**src/llbm_pkg.sv**
```systemverilog
// shared types, codes and bulb mapping tables for the snowflake bulb mapper
package llbm_pkg;

  // layout register codes (code 7 is unused and maps as linear)
  typedef enum logic [2:0] {
    LAYOUT_LINEAR   = 3'd0,
    LAYOUT_CW       = 3'd1,
    LAYOUT_RINGS    = 3'd2,
    LAYOUT_BLADES   = 3'd3,
    LAYOUT_LINES    = 3'd4,
    LAYOUT_CENTER   = 3'd5,
    LAYOUT_REDUCED  = 3'd6
  } llbm_layout_t;

  // controller states
  typedef enum logic {
    ST_IDLE = 1'b0,
    ST_EMIT = 1'b1
  } llbm_state_t;

  // how the current bulb advances between beats of a run
  typedef enum logic [1:0] {
    STEP_SHIFT = 2'd0,
    STEP_ADD1  = 2'd1,
    STEP_ADD10 = 2'd2
  } llbm_step_t;

  // controller to datapath
  typedef struct packed {
    logic load;
    logic push;
  } llbm_cmd_t;

  // datapath to controller
  typedef struct packed {
    logic item_empty;
    logic last_beat;
    logic out_free;
  } llbm_sts_t;

  // one table row: entry count and bulbs in emit order
  typedef struct packed {
    logic [2:0]      n;
    logic [3:0][5:0] bulb;
  } llbm_row_t;

  localparam int unsigned CW_COUNT     = 61;
  localparam int unsigned RING_COUNT   = 11;
  localparam int unsigned RING_LENGTH  = 6;
  localparam int unsigned RING_STEP    = 10;
  localparam int unsigned BLADE_COUNT  = 6;
  localparam int unsigned BLADE_LENGTH = 10;

  // clockwise order: blades walked in reverse
  function automatic logic [5:0] cw_bulb(input logic [5:0] v);
    logic [6:0] x;
    x = {1'b0, v};
    case (v) inside
      [6'd11:6'd20]: x = x + 7'd40;
      [6'd21:6'd30]: x = x + 7'd20;
      [6'd41:6'd50]: x = x - 7'd20;
      [6'd51:6'd60]: x = x - 7'd40;
      default:       x = {1'b0, v};
    endcase
    return x[5:0];
  endfunction

  // straight lines across the flake
  function automatic llbm_row_t line_row(input logic [5:0] v);
    llbm_row_t r;
    r = '0;
    case (v) inside
      [6'd0:6'd10]: begin
        r.n = 3'd1;
        r.bulb[0] = 6'd10 - v;
      end
      [6'd11:6'd20]: begin
        r.n = 3'd2;
        r.bulb[0] = v;
        r.bulb[1] = v + 6'd40;
      end
      [6'd21:6'd30]: begin
        r.n = 3'd2;
        r.bulb[0] = v;
        r.bulb[1] = v + 6'd20;
      end
      [6'd31:6'd40]: begin
        r.n = 3'd1;
        r.bulb[0] = v;
      end
      default: r.n = 3'd0;
    endcase
    return r;
  endfunction

  // lines through the center
  function automatic llbm_row_t center_row(input logic [5:0] v);
    llbm_row_t r;
    r = '0;
    case (v) inside
      6'd0: begin
        r.n = 3'd1;
        r.bulb[0] = 6'd0;
      end
      [6'd1:6'd10]: begin
        r.n = 3'd4;
        r.bulb[0] = v + 6'd10;
        r.bulb[1] = v + 6'd20;
        r.bulb[2] = v + 6'd40;
        r.bulb[3] = v + 6'd50;
      end
      [6'd11:6'd20]: begin
        r.n = 3'd2;
        r.bulb[0] = v - 6'd10;
        r.bulb[1] = v + 6'd20;
      end
      default: r.n = 3'd0;
    endcase
    return r;
  endfunction

  // reduced set: eight rows per blade, tip pairs merged
  function automatic llbm_row_t reduced_row(input logic [5:0] v);
    llbm_row_t  r;
    logic [5:0] k;
    logic [5:0] base;
    r = '0;
    k = v - 6'd1;
    base = {k[5:3], 3'b000} + {2'b00, k[5:3], 1'b0};
    case (v) inside
      6'd0: begin
        r.n = 3'd1;
        r.bulb[0] = 6'd0;
      end
      [6'd1:6'd48]: begin
        r.n = 3'd1;
        case (k[2:0])
          3'd0: r.bulb[0] = base + 6'd1;
          3'd1: r.bulb[0] = base + 6'd2;
          3'd2: r.bulb[0] = base + 6'd3;
          3'd3: r.bulb[0] = base + 6'd4;
          3'd4: begin
            r.n = 3'd2;
            r.bulb[0] = base + 6'd5;
            r.bulb[1] = base + 6'd7;
          end
          3'd5: r.bulb[0] = base + 6'd6;
          3'd6: begin
            r.n = 3'd2;
            r.bulb[0] = base + 6'd8;
            r.bulb[1] = base + 6'd10;
          end
          3'd7: r.bulb[0] = base + 6'd9;
          default: r.bulb[0] = base;
        endcase
      end
      default: r.n = 3'd0;
    endcase
    return r;
  endfunction

endpackage

```
**src/llbm_ctrl.sv**
```systemverilog
// controller state machine: takes one command, then walks its run of beats
module llbm_ctrl (
  input  logic                  clk,
  input  logic                  rst_n,
  input  logic                  in_tvalid,
  output logic                  in_tready,
  input  llbm_pkg::llbm_sts_t   sts,
  output llbm_pkg::llbm_cmd_t   cmd
);

  llbm_pkg::llbm_state_t state_r;
  llbm_pkg::llbm_state_t state_nxt;

  // state register
  always_ff @(posedge clk) begin
    if (!rst_n) begin
      state_r <= llbm_pkg::ST_IDLE;
    end else begin
      state_r <= state_nxt;
    end
  end

  // next state and commands
  always_comb begin
    state_nxt = state_r;
    in_tready = 1'b0;
    cmd       = '0;
    case (state_r)
      llbm_pkg::ST_IDLE: begin
        in_tready = 1'b1;
        if (in_tvalid) begin
          cmd.load = 1'b1;
          if (!sts.item_empty) begin
            state_nxt = llbm_pkg::ST_EMIT;
          end
        end
      end
      llbm_pkg::ST_EMIT: begin
        if (sts.out_free) begin
          cmd.push = 1'b1;
          if (sts.last_beat) begin
            state_nxt = llbm_pkg::ST_IDLE;
          end
        end
      end
      default: state_nxt = llbm_pkg::ST_IDLE;
    endcase
  end

endmodule

```
**src/llbm_dp.sv**
```systemverilog
// datapath: layout register, run setup from the tables, bulb stepper, output register
module llbm_dp (
  input  logic                  clk,
  input  logic                  rst_n,
  input  logic                  cfg_wr_en,
  input  logic [2:0]            cfg_wr_data,
  input  logic [5:0]            virtual_bulb,
  input  logic [7:0]            intensity,
  input  logic [11:0]           colour,
  input  llbm_pkg::llbm_cmd_t   cmd,
  output llbm_pkg::llbm_sts_t   sts,
  output logic                  out_tvalid,
  input  logic                  out_tready,
  output logic [5:0]            phys_bulb,
  output logic [7:0]            out_intensity,
  output logic [11:0]           out_colour,
  output logic                  out_last
);

  logic [2:0]            layout_r;
  logic [5:0]            bulb_r;
  logic [5:0]            bulb_nxt;
  logic [2:0][5:0]       rest_r;
  logic [3:0]            cnt_r;
  logic [3:0]            cnt_nxt;
  llbm_pkg::llbm_step_t  step_r;
  logic [7:0]            inten_r;
  logic [11:0]           colour_r;
  logic                  out_valid_r;
  logic [5:0]            out_bulb_r;
  logic [7:0]            out_inten_r;
  logic [11:0]           out_colour_r;
  logic                  out_last_r;

  // run setup for the incoming command
  llbm_pkg::llbm_row_t   row;
  llbm_pkg::llbm_step_t  step_ld;
  logic [3:0]            cnt_ld;

  // layout register
  always_ff @(posedge clk) begin
    if (!rst_n) begin
      layout_r <= 3'd0;
    end else if (cfg_wr_en) begin
      layout_r <= cfg_wr_data;
    end
  end

  // map the command to its first bulb, run length and step kind
  always_comb begin
    row      = '0;
    step_ld  = llbm_pkg::STEP_SHIFT;
    cnt_ld   = 4'd0;
    case (llbm_pkg::llbm_layout_t'(layout_r))
      llbm_pkg::LAYOUT_CW: begin
        if (virtual_bulb < 6'(llbm_pkg::CW_COUNT)) begin
          row.bulb[0] = llbm_pkg::cw_bulb(virtual_bulb);
          cnt_ld      = 4'd1;
        end
      end
      llbm_pkg::LAYOUT_RINGS: begin
        step_ld     = llbm_pkg::STEP_ADD10;
        row.bulb[0] = virtual_bulb;
        if (virtual_bulb < 6'(llbm_pkg::RING_COUNT)) begin
          cnt_ld = (virtual_bulb == 6'd0) ? 4'd1 : 4'(llbm_pkg::RING_LENGTH);
        end
      end
      llbm_pkg::LAYOUT_BLADES: begin
        step_ld     = llbm_pkg::STEP_ADD1;
        row.bulb[0] = {virtual_bulb[2:0], 3'b000} + {2'b00, virtual_bulb[2:0], 1'b0} + 6'd1;
        if (virtual_bulb < 6'(llbm_pkg::BLADE_COUNT)) begin
          cnt_ld = 4'(llbm_pkg::BLADE_LENGTH);
        end
      end
      llbm_pkg::LAYOUT_LINES: begin
        row    = llbm_pkg::line_row(virtual_bulb);
        cnt_ld = {1'b0, row.n};
      end
      llbm_pkg::LAYOUT_CENTER: begin
        row    = llbm_pkg::center_row(virtual_bulb);
        cnt_ld = {1'b0, row.n};
      end
      llbm_pkg::LAYOUT_REDUCED: begin
        row    = llbm_pkg::reduced_row(virtual_bulb);
        cnt_ld = {1'b0, row.n};
      end
      default: begin
        row.bulb[0] = virtual_bulb;
        cnt_ld      = 4'd1;
      end
    endcase
  end

  // next bulb of the run
  always_comb begin
    case (step_r)
      llbm_pkg::STEP_ADD1:  bulb_nxt = bulb_r + 6'd1;
      llbm_pkg::STEP_ADD10: bulb_nxt = bulb_r + 6'(llbm_pkg::RING_STEP);
      default:              bulb_nxt = rest_r[0];
    endcase
    cnt_nxt = cnt_r - 4'd1;
  end

  // run counter
  always_ff @(posedge clk) begin
    if (!rst_n) begin
      cnt_r <= 4'd0;
    end else if (cmd.load) begin
      cnt_r <= cnt_ld;
    end else if (cmd.push) begin
      cnt_r <= cnt_nxt;
    end
  end

  // run payload
  always_ff @(posedge clk) begin
    if (cmd.load) begin
      bulb_r   <= row.bulb[0];
      rest_r   <= row.bulb[3:1];
      step_r   <= step_ld;
      inten_r  <= intensity;
      colour_r <= colour;
    end else if (cmd.push) begin
      bulb_r <= bulb_nxt;
      rest_r <= {6'd0, rest_r[2:1]};
    end
  end

  // output register valid
  always_ff @(posedge clk) begin
    if (!rst_n) begin
      out_valid_r <= 1'b0;
    end else if (cmd.push) begin
      out_valid_r <= 1'b1;
    end else if (out_tready) begin
      out_valid_r <= 1'b0;
    end
  end

  // output register payload
  always_ff @(posedge clk) begin
    if (cmd.push) begin
      out_bulb_r   <= bulb_r;
      out_inten_r  <= inten_r;
      out_colour_r <= colour_r;
      out_last_r   <= (cnt_r == 4'd1);
    end
  end

  // status to the controller
  assign sts.item_empty = (cnt_ld == 4'd0);
  assign sts.last_beat  = (cnt_r == 4'd1);
  assign sts.out_free   = !out_valid_r || out_tready;

  assign out_tvalid    = out_valid_r;
  assign phys_bulb     = out_bulb_r;
  assign out_intensity = out_inten_r;
  assign out_colour    = out_colour_r;
  assign out_last      = out_last_r;

endmodule

```
**src/led_layout_bulb_mapper_core.sv**
```systemverilog
// Snowflake bulb mapper top level. Each input beat carries one colour command for a
// virtual bulb; the layout register picks how it maps onto the 61 physical bulbs, and the
// block emits the run of physical-bulb beats (0 to 10) with out_tlast on the final one.
// An index out of range for the layout gives no output beat. One command is handled at a
// time: the command is loaded first, then its run is walked beat by beat, and an empty run
// returns straight to idle. The run stepper hands one bulb per cycle to the output
// register while that register is free (out_tready stalls it); the next command is
// accepted while the last beat of a run still waits in that register. Write the layout
// only while no run is in progress.
module led_layout_bulb_mapper_core (
  input  logic        clk,
  input  logic        rst_n,
  input  logic        cfg_wr_en,
  input  logic [2:0]  cfg_wr_data,
  input  logic        in_tvalid,
  output logic        in_tready,
  input  logic [31:0] in_tdata,   // virtual_bulb[5:0], intensity[13:6], colour[25:14], zero
  output logic        out_tvalid,
  input  logic        out_tready,
  output logic [31:0] out_tdata,  // phys_bulb[5:0], out_intensity[13:6],
                                  // out_colour[25:14], zero
  output logic        out_tlast
);

  llbm_pkg::llbm_cmd_t cmd;
  llbm_pkg::llbm_sts_t sts;
  logic [5:0]          phys_bulb;
  logic [7:0]          out_intensity;
  logic [11:0]         out_colour;

  // sequencer
  llbm_ctrl u_ctrl (
    .clk       (clk),
    .rst_n     (rst_n),
    .in_tvalid (in_tvalid),
    .in_tready (in_tready),
    .sts       (sts),
    .cmd       (cmd)
  );

  // mapping datapath
  llbm_dp u_dp (
    .clk           (clk),
    .rst_n         (rst_n),
    .cfg_wr_en     (cfg_wr_en),
    .cfg_wr_data   (cfg_wr_data),
    .virtual_bulb  (in_tdata[5:0]),
    .intensity     (in_tdata[13:6]),
    .colour        (in_tdata[25:14]),
    .cmd           (cmd),
    .sts           (sts),
    .out_tvalid    (out_tvalid),
    .out_tready    (out_tready),
    .phys_bulb     (phys_bulb),
    .out_intensity (out_intensity),
    .out_colour    (out_colour),
    .out_last      (out_tlast)
  );

  // result beat packing
  assign out_tdata = {6'd0, out_colour, out_intensity, phys_bulb};

endmodule

```
**config.mk**
```make
export PLATFORM = sky130hd
export DESIGN_NAME = led_layout_bulb_mapper_core
export DESIGN_NICKNAME = d
export VERILOG_FILES = /design/src/llbm_pkg.sv /design/src/llbm_ctrl.sv /design/src/llbm_dp.sv /design/src/led_layout_bulb_mapper_core.sv
export SDC_FILE = /design/constraint.sdc
export NUM_CORES = 1
export LEC_CHECK = 0
export CAP_MARGIN = 25
export CORE_MARGIN = 2
export CORE_UTILIZATION = 50
export CTS_CLUSTER_SIZE = 14
export DETAILED_ROUTE_END_ITERATION = 10
export DONT_BUFFER_PORTS = 1
export SLEW_MARGIN = 20
export SYNTH_ARGS = -nofsm -noshare
export SYNTH_HDL_FRONTEND = slang
export SYNTH_HIERARCHICAL = 1
export SYNTH_SLANG_ARGS = --single-unit
```
**constraint.sdc**
```tcl
create_clock -name clk -period 3.6 [get_ports clk]
set_input_delay 0.18 -clock clk [delete_from_list [all_inputs] [get_ports clk]]
set_output_delay 0.18 -clock clk [all_outputs]
set_load 0.01 [all_outputs]
```
; ---- After elaboration in Yosys (flattened, before gate mapping)
; Index checks and enable logic that the tools add are counted.
[classes]
reduce_logical = 16
n_bitwise = 1
addsub = 27
order_cmp = 17
eq_ne = 16
n_mux = 63
[ops]
columns = operator, n
row1 = 2-to-1 mux 6 bit, 24
row2 = one-hot mux 18 bit (3 select lines), 1
row3 = one-hot mux 6 bit (8 select lines), 1
row4 = 2-to-1 mux 18 bit, 2
row5 = adder 6 x 4 -> 6 bit (second input constant), 5
row6 = one-hot mux 6 bit (5 select lines), 1
row7 = adder 6 x 3 -> 6 bit (second input constant), 4
row8 = less-or-equal comparator 6 bit (second input constant), 4
row9 = 2-to-1 mux 12 bit, 2
row10 = 2-to-1 mux 3 bit, 8
row11 = one-hot mux 4 bit (6 select lines), 1
row12 = one-hot mux 6 bit (2 select lines), 2
row13 = == test 3 bit (second input constant), 7
row14 = adder 6 x 1 -> 6 bit (second input constant), 3
row15 = adder 6 bit (second input constant), 3
row16 = 2-to-1 mux 4 bit, 4
row17 = 2-to-1 mux 1 bit, 13
row18 = adder 6 x 2 -> 6 bit (second input constant), 2
row19 = adder 6 x 4 -> 6 bit, 2
row20 = adder 6 x 5 -> 6 bit (second input constant), 2
row21 = == test 3 x 2 -> 1 bit (second input constant), 4
row22 = greater-or-equal comparator 6 x 1 -> 1 bit (second input constant), 2
row23 = greater-or-equal comparator 6 x 5 -> 1 bit (second input constant), 2
row24 = greater-or-equal comparator 6 bit (second input constant), 2
row25 = other kinds (28), 39
[word_totals]
wordCells = 155
out_inout_bits = 35
regBits = 82

; ---- Logic depth before layout (Yosys ltp)
[logic_depth]
depth_word = 11
depth_mapped = 15
ltp_nobuf = 13

; ---- Hierarchy
; The synthesis kept the hierarchy.
[by_module_without_submodules]
columns = mod, area_per_inst_um2, n_inst, cells_per_inst
row1 = llbm_dp, 5407.7, 1, 522
row2 = llbm_ctrl, 57.6, 1, 7
row3 = led_layout_bulb_mapper_core, 48.8, 1, 7

; ---- Worst setup path after synthesis
; OpenSTA, ideal clock, no wires.
[synth_path]
path_type = input -> register
start = input in_tdata[1]
end = register u_dp.bulb_r[5], data pin
cell_stages = 15
setup_ns = 0.264
setup_slack_ns = 0.307
required_ns = 3.336
arrival_time_ns = 3.029
cell_sequence = clkbuf_1 -> inv_1 -> ha_1 -> a21boi_2 -> o21a_1 -> xnor2_1 -> ha_1 -> ha_1 -> clkbuf_1 -> and3b_1 -> nor3b_1 -> a2111oi_0 -> mux2i_1 -> o21ai_0 -> a31oi_1
[synth_via]
elab_chain_len = 9
[synth_rtl]
columns = element, line_no
row1 = start: declaration, led_layout_bulb_mapper_core.sv:17  ; input logic [31:0] in_tdata,
row2 = "parallel branches: the longest is 7 deep, another holds subtractor 6 x 1 -> 6 bit", --
row3 = one-hot mux 6 bit (5 select lines) *, llbm_dp.sv:54  ; case (llbm_pkg::llbm_layout_t'(layout_r))
row4 = 2-to-1 mux 6 bit *, llbm_dp.sv:117  ; if (cmd.load) begin
row5 = end signal: assignment, llbm_dp.sv:118  ; bulb_r <= row.bulb[0];
row6 = end signal: assignment, llbm_dp.sv:124  ; bulb_r <= bulb_nxt;
row7 = end: declaration, llbm_dp.sv:21  ; logic [5:0] bulb_r;
; Mark *: on every way between the ends.
; A chain may end at the register's enable or synchronous reset.

; ---- Worst setup path in the final report
[layout_path]
start = input in_tdata[2]
end = register u_dp.bulb_r[5], data pin
; Same word-level chain as after synthesis.

==> metrics <==
CP dominant cell by count=ha_1; #FFs+latches synth=82; f_max=342 MHz; max_slew headroom=36.4%; WL final=15.0 mm; total track usage=25.7%; synth unique cells=80; Via density=6.51; VDD IR max=0.287 mV; yosys warns=6; synthesized area per cell=10.3 µm²; post-synthesis adder-cell area fraction=8.40%; full die area=0.0119 mm²; DRT iter0 DRCs=496; Worst Skew=0.00876 ns; Filler Cell Count=934; R2R cell count=6; global-route wire length before repair=23.2 mm; I/O pins=75; drt pass-1 iters=5; largest net degree at the start of global routing=39; predominant post-synthesis flop cell=edfxtp_1; fin. max-slew vios=0; hold buffers post-CTS=25; initial antenna violation count=0; H-tree Lvls=3; RSZ-0062 raised after global routing=false; Area growth syn-to-layout=10.4%; number of synthesized flops with an enable pin=73; drt wl/cell=21.3 µm; clock-pin slew on the worst setup and hold paths=0.08 ns; status=complete, no violations; worst-skew pair later-pin latency=0.34 ns; clock tree sinks=82; worst reg2reg setup slack=0.79 ns; fraction of layout cells with a size suffix above 1=9.06%; Crit Path Category=input port to register; Layout Cells excl Fill=703; Die H=109 µm; Post-Synth XOR/XNOR Area=4.52%; TritonCTS clock tree=built; number of global-route vias before repair=4344; CP cell instances=inv_1, ha_1, a21boi_2, o21a_1, xnor2_1, ha_1, ha_1, ha_1, nor3_1, a2111oi_0, mux2i_1, o21ai_0, a31oi_1; Core Util, Final=56.4%; total grt overflow=0; final hold vios=0; Initial Utilization=51.1%; Worst EP arrival=3.00 ns; clock buffer depth=2; Post-Route Setup TNS=0 ns; diode count=0; cts bufs inserted=9; Worst path max stage delay=0.48 ns; Gates resized, CTS repair=0; hpwl dp=10.6 mm; Seq/Total Area, Yosys=43.0%; Final Setup Violations=0; maxcap violations=0; DRC=0; CTS root buffer=clkbuf_8; hold depth=2; DP Cell Count=662; P_leak=0.00222 µW; core box area=0.0108 mm²; CP max FO=17; CP Capture Type=register; crit share post-route=81.2%; Die W=109 µm; Post-synth ARST share=0%; Simple-Gate Fraction of Synth Area=14.8%; Core Rows=38; Worst Hold Class=input port to register; post-synthesis mux area share=2.43%; CP required=3.67 ns; Antenna Violating Nets Remaining=0; Crit-path slowest cell=ha_1; # Post-CTS Setup Buffers=0; Post-Synthesis Cell Area=0.00551 mm²; Final Critical Period=2.92 ns; largest family of logic cells by synthesized area=compound AO/OA/AOI/OAI gates; PwrDens=400 mW/mm²; compound-cell area share of the yosys netlist=22.1%; routability cong.=0.978; Least-Margin Pin Slew=0.951 ns; routed vias=4579; Mapped Cells=536; nets=635; CP startpoint kind=input port; Port Buffers=0
==> layer usage <==
layer | part of all wire, % | track usage (%) | wire [µm] | up-vias
li1 | - | - | - | 2080
met1 | 43 | 34.1 | 6440 | 2208
met2 | 46 | 40.9 | 6940 | 244
met3 | 7.4 | 4.72 | 1110 | 47
met4 | 3.4 | 11.5 | 515 | 0
met5 | 0 | 0 | 0 | -
==> power breakdown <==
group / leakage (µW) / switching, µW / internal [µW]
Combinational: 0.00134 / 350 / 236
Clock: 0.0000958 / 304 / 316
Sequential: 0.000784 / 72.0 / 1160
==> placed cells by master (no fill, tap or decap), types with 5 or more instances in the layout <==
master and count:
clkbuf_8 9, buf_4 14, a31oi_1 6, o31ai_1 5
nor2b_1 12, nand2_1 35, nor2_1 22, dlygate4sd3_1 25
xnor2_1 19, nor3b_1 6, inv_1 24, o211ai_1 8
nand2b_1 9, mux2i_1 10, edfxtp_1 73, o21ai_0 29
a21o_1 5, and2_1 6, nand3_1 9, a21oi_1 37
nor4_1 8, nand3b_1 6, a211oi_1 5, o2bb2ai_1 7
and3_1 6, nand4_1 6, ha_1 37, xor2_1 5
conb_1 6, nor3_1 12, dfxtp_1 9, o22ai_1 5
==> logic make-up after synthesis <==
family	Yosys count
compound gates	169
xor+xnor	26
fa+ha+maj	37
buf+inv	58
flops	82
mux	13
other cells	1
simple gates	150
==> final cells by class <==
class | count | area, µm² | area share (%)
inverters | 25 | 93.8 | 1.54
well taps | 140 | 175 | 2.88
flip-flops and latches | 82 | 2370 | 39.0
clock inverters | 6 | 57.6 | 0.945
clock buffers | 10 | 128 | 2.10
multi-input cells | 401 | 2910 | 47.8
repair buffers | 39 | 355 | 5.84
==> flip-flops by register name, indices dropped and copies added, names as in the netlist, 4 cells and up <==
name / flops
u_dp/phys_bulb: 6
u_dp/inten_r: 8
u_dp/out_intensity: 8
u_dp/bulb_r: 6
u_dp/cnt_r: 4
u_dp/rest_r: 18
u_dp/colour_r: 12
u_dp/out_colour: 12
==> worst paths after layout <==
kind                                       start                     to
worst max-delay path                 in_tdata[2]         u_dp/bulb_r[5]
worst min-delay path                   cfg_wr_en       u_dp/layout_r[1]
worst min register to register   u_dp/inten_r[6]  u_dp/out_intensity[6]
worst max register to register  u_dp/layout_r[2]         u_dp/rest_r[3]
==> critical path, delay by kind of cell <==
kind	cells	cell delay [ns]
AOI/OAI and AO/OA	5	1.24
xor gates and xnor gates	1	0.08
adders and majority gates	4	1.18
buffers and inverters	1	0.10
muxes	1	0.14
and+or+nand+nor	1	0.07
==> per-stage QoR <==
stage	setup WS (ns)	hold WS, ns	total power [µW]	cell area (µm²)
detailed placement	0.366	0.279	1800	5650
CTS	0.749	0.000304	2440	6090
floorplan	0.307	0.279	1660	5530
global route	0.446	0.00849	2550	6090
global placement	0.523	0.279	1780	5650
finish	0.676	0.0240	2440	6090
==> cell usage after synthesis (6+ instances only) <==
master / count / area [µm²]
a21oi_1: 37 / 185
a31oi_1: 6 / 37.5
and2_1: 6 / 37.5
and3_1: 6 / 37.5
buf_2: 10 / 50.1
buf_4: 8 / 60.1
clkbuf_1: 13 / 48.8
dfxtp_1: 9 / 180
edfxtp_1: 73 / 2190
ha_1: 37 / 463
inv_1: 24 / 90.1
mux2i_1: 10 / 100
nand2_1: 35 / 131
nand2b_1: 9 / 56.3
nand3_1: 9 / 45.0
nand3b_1: 6 / 45.0
nand4_1: 6 / 37.5
nor2_1: 22 / 82.6
nor2b_1: 13 / 81.3
nor3_1: 12 / 60.1
nor3b_1: 6 / 45.0
nor4_1: 8 / 50.1
o211ai_1: 8 / 60.1
o21ai_0: 29 / 145
o2bb2ai_1: 7 / 61.3
xnor2_1: 19 / 166
(Power assumes the default switching activity.)
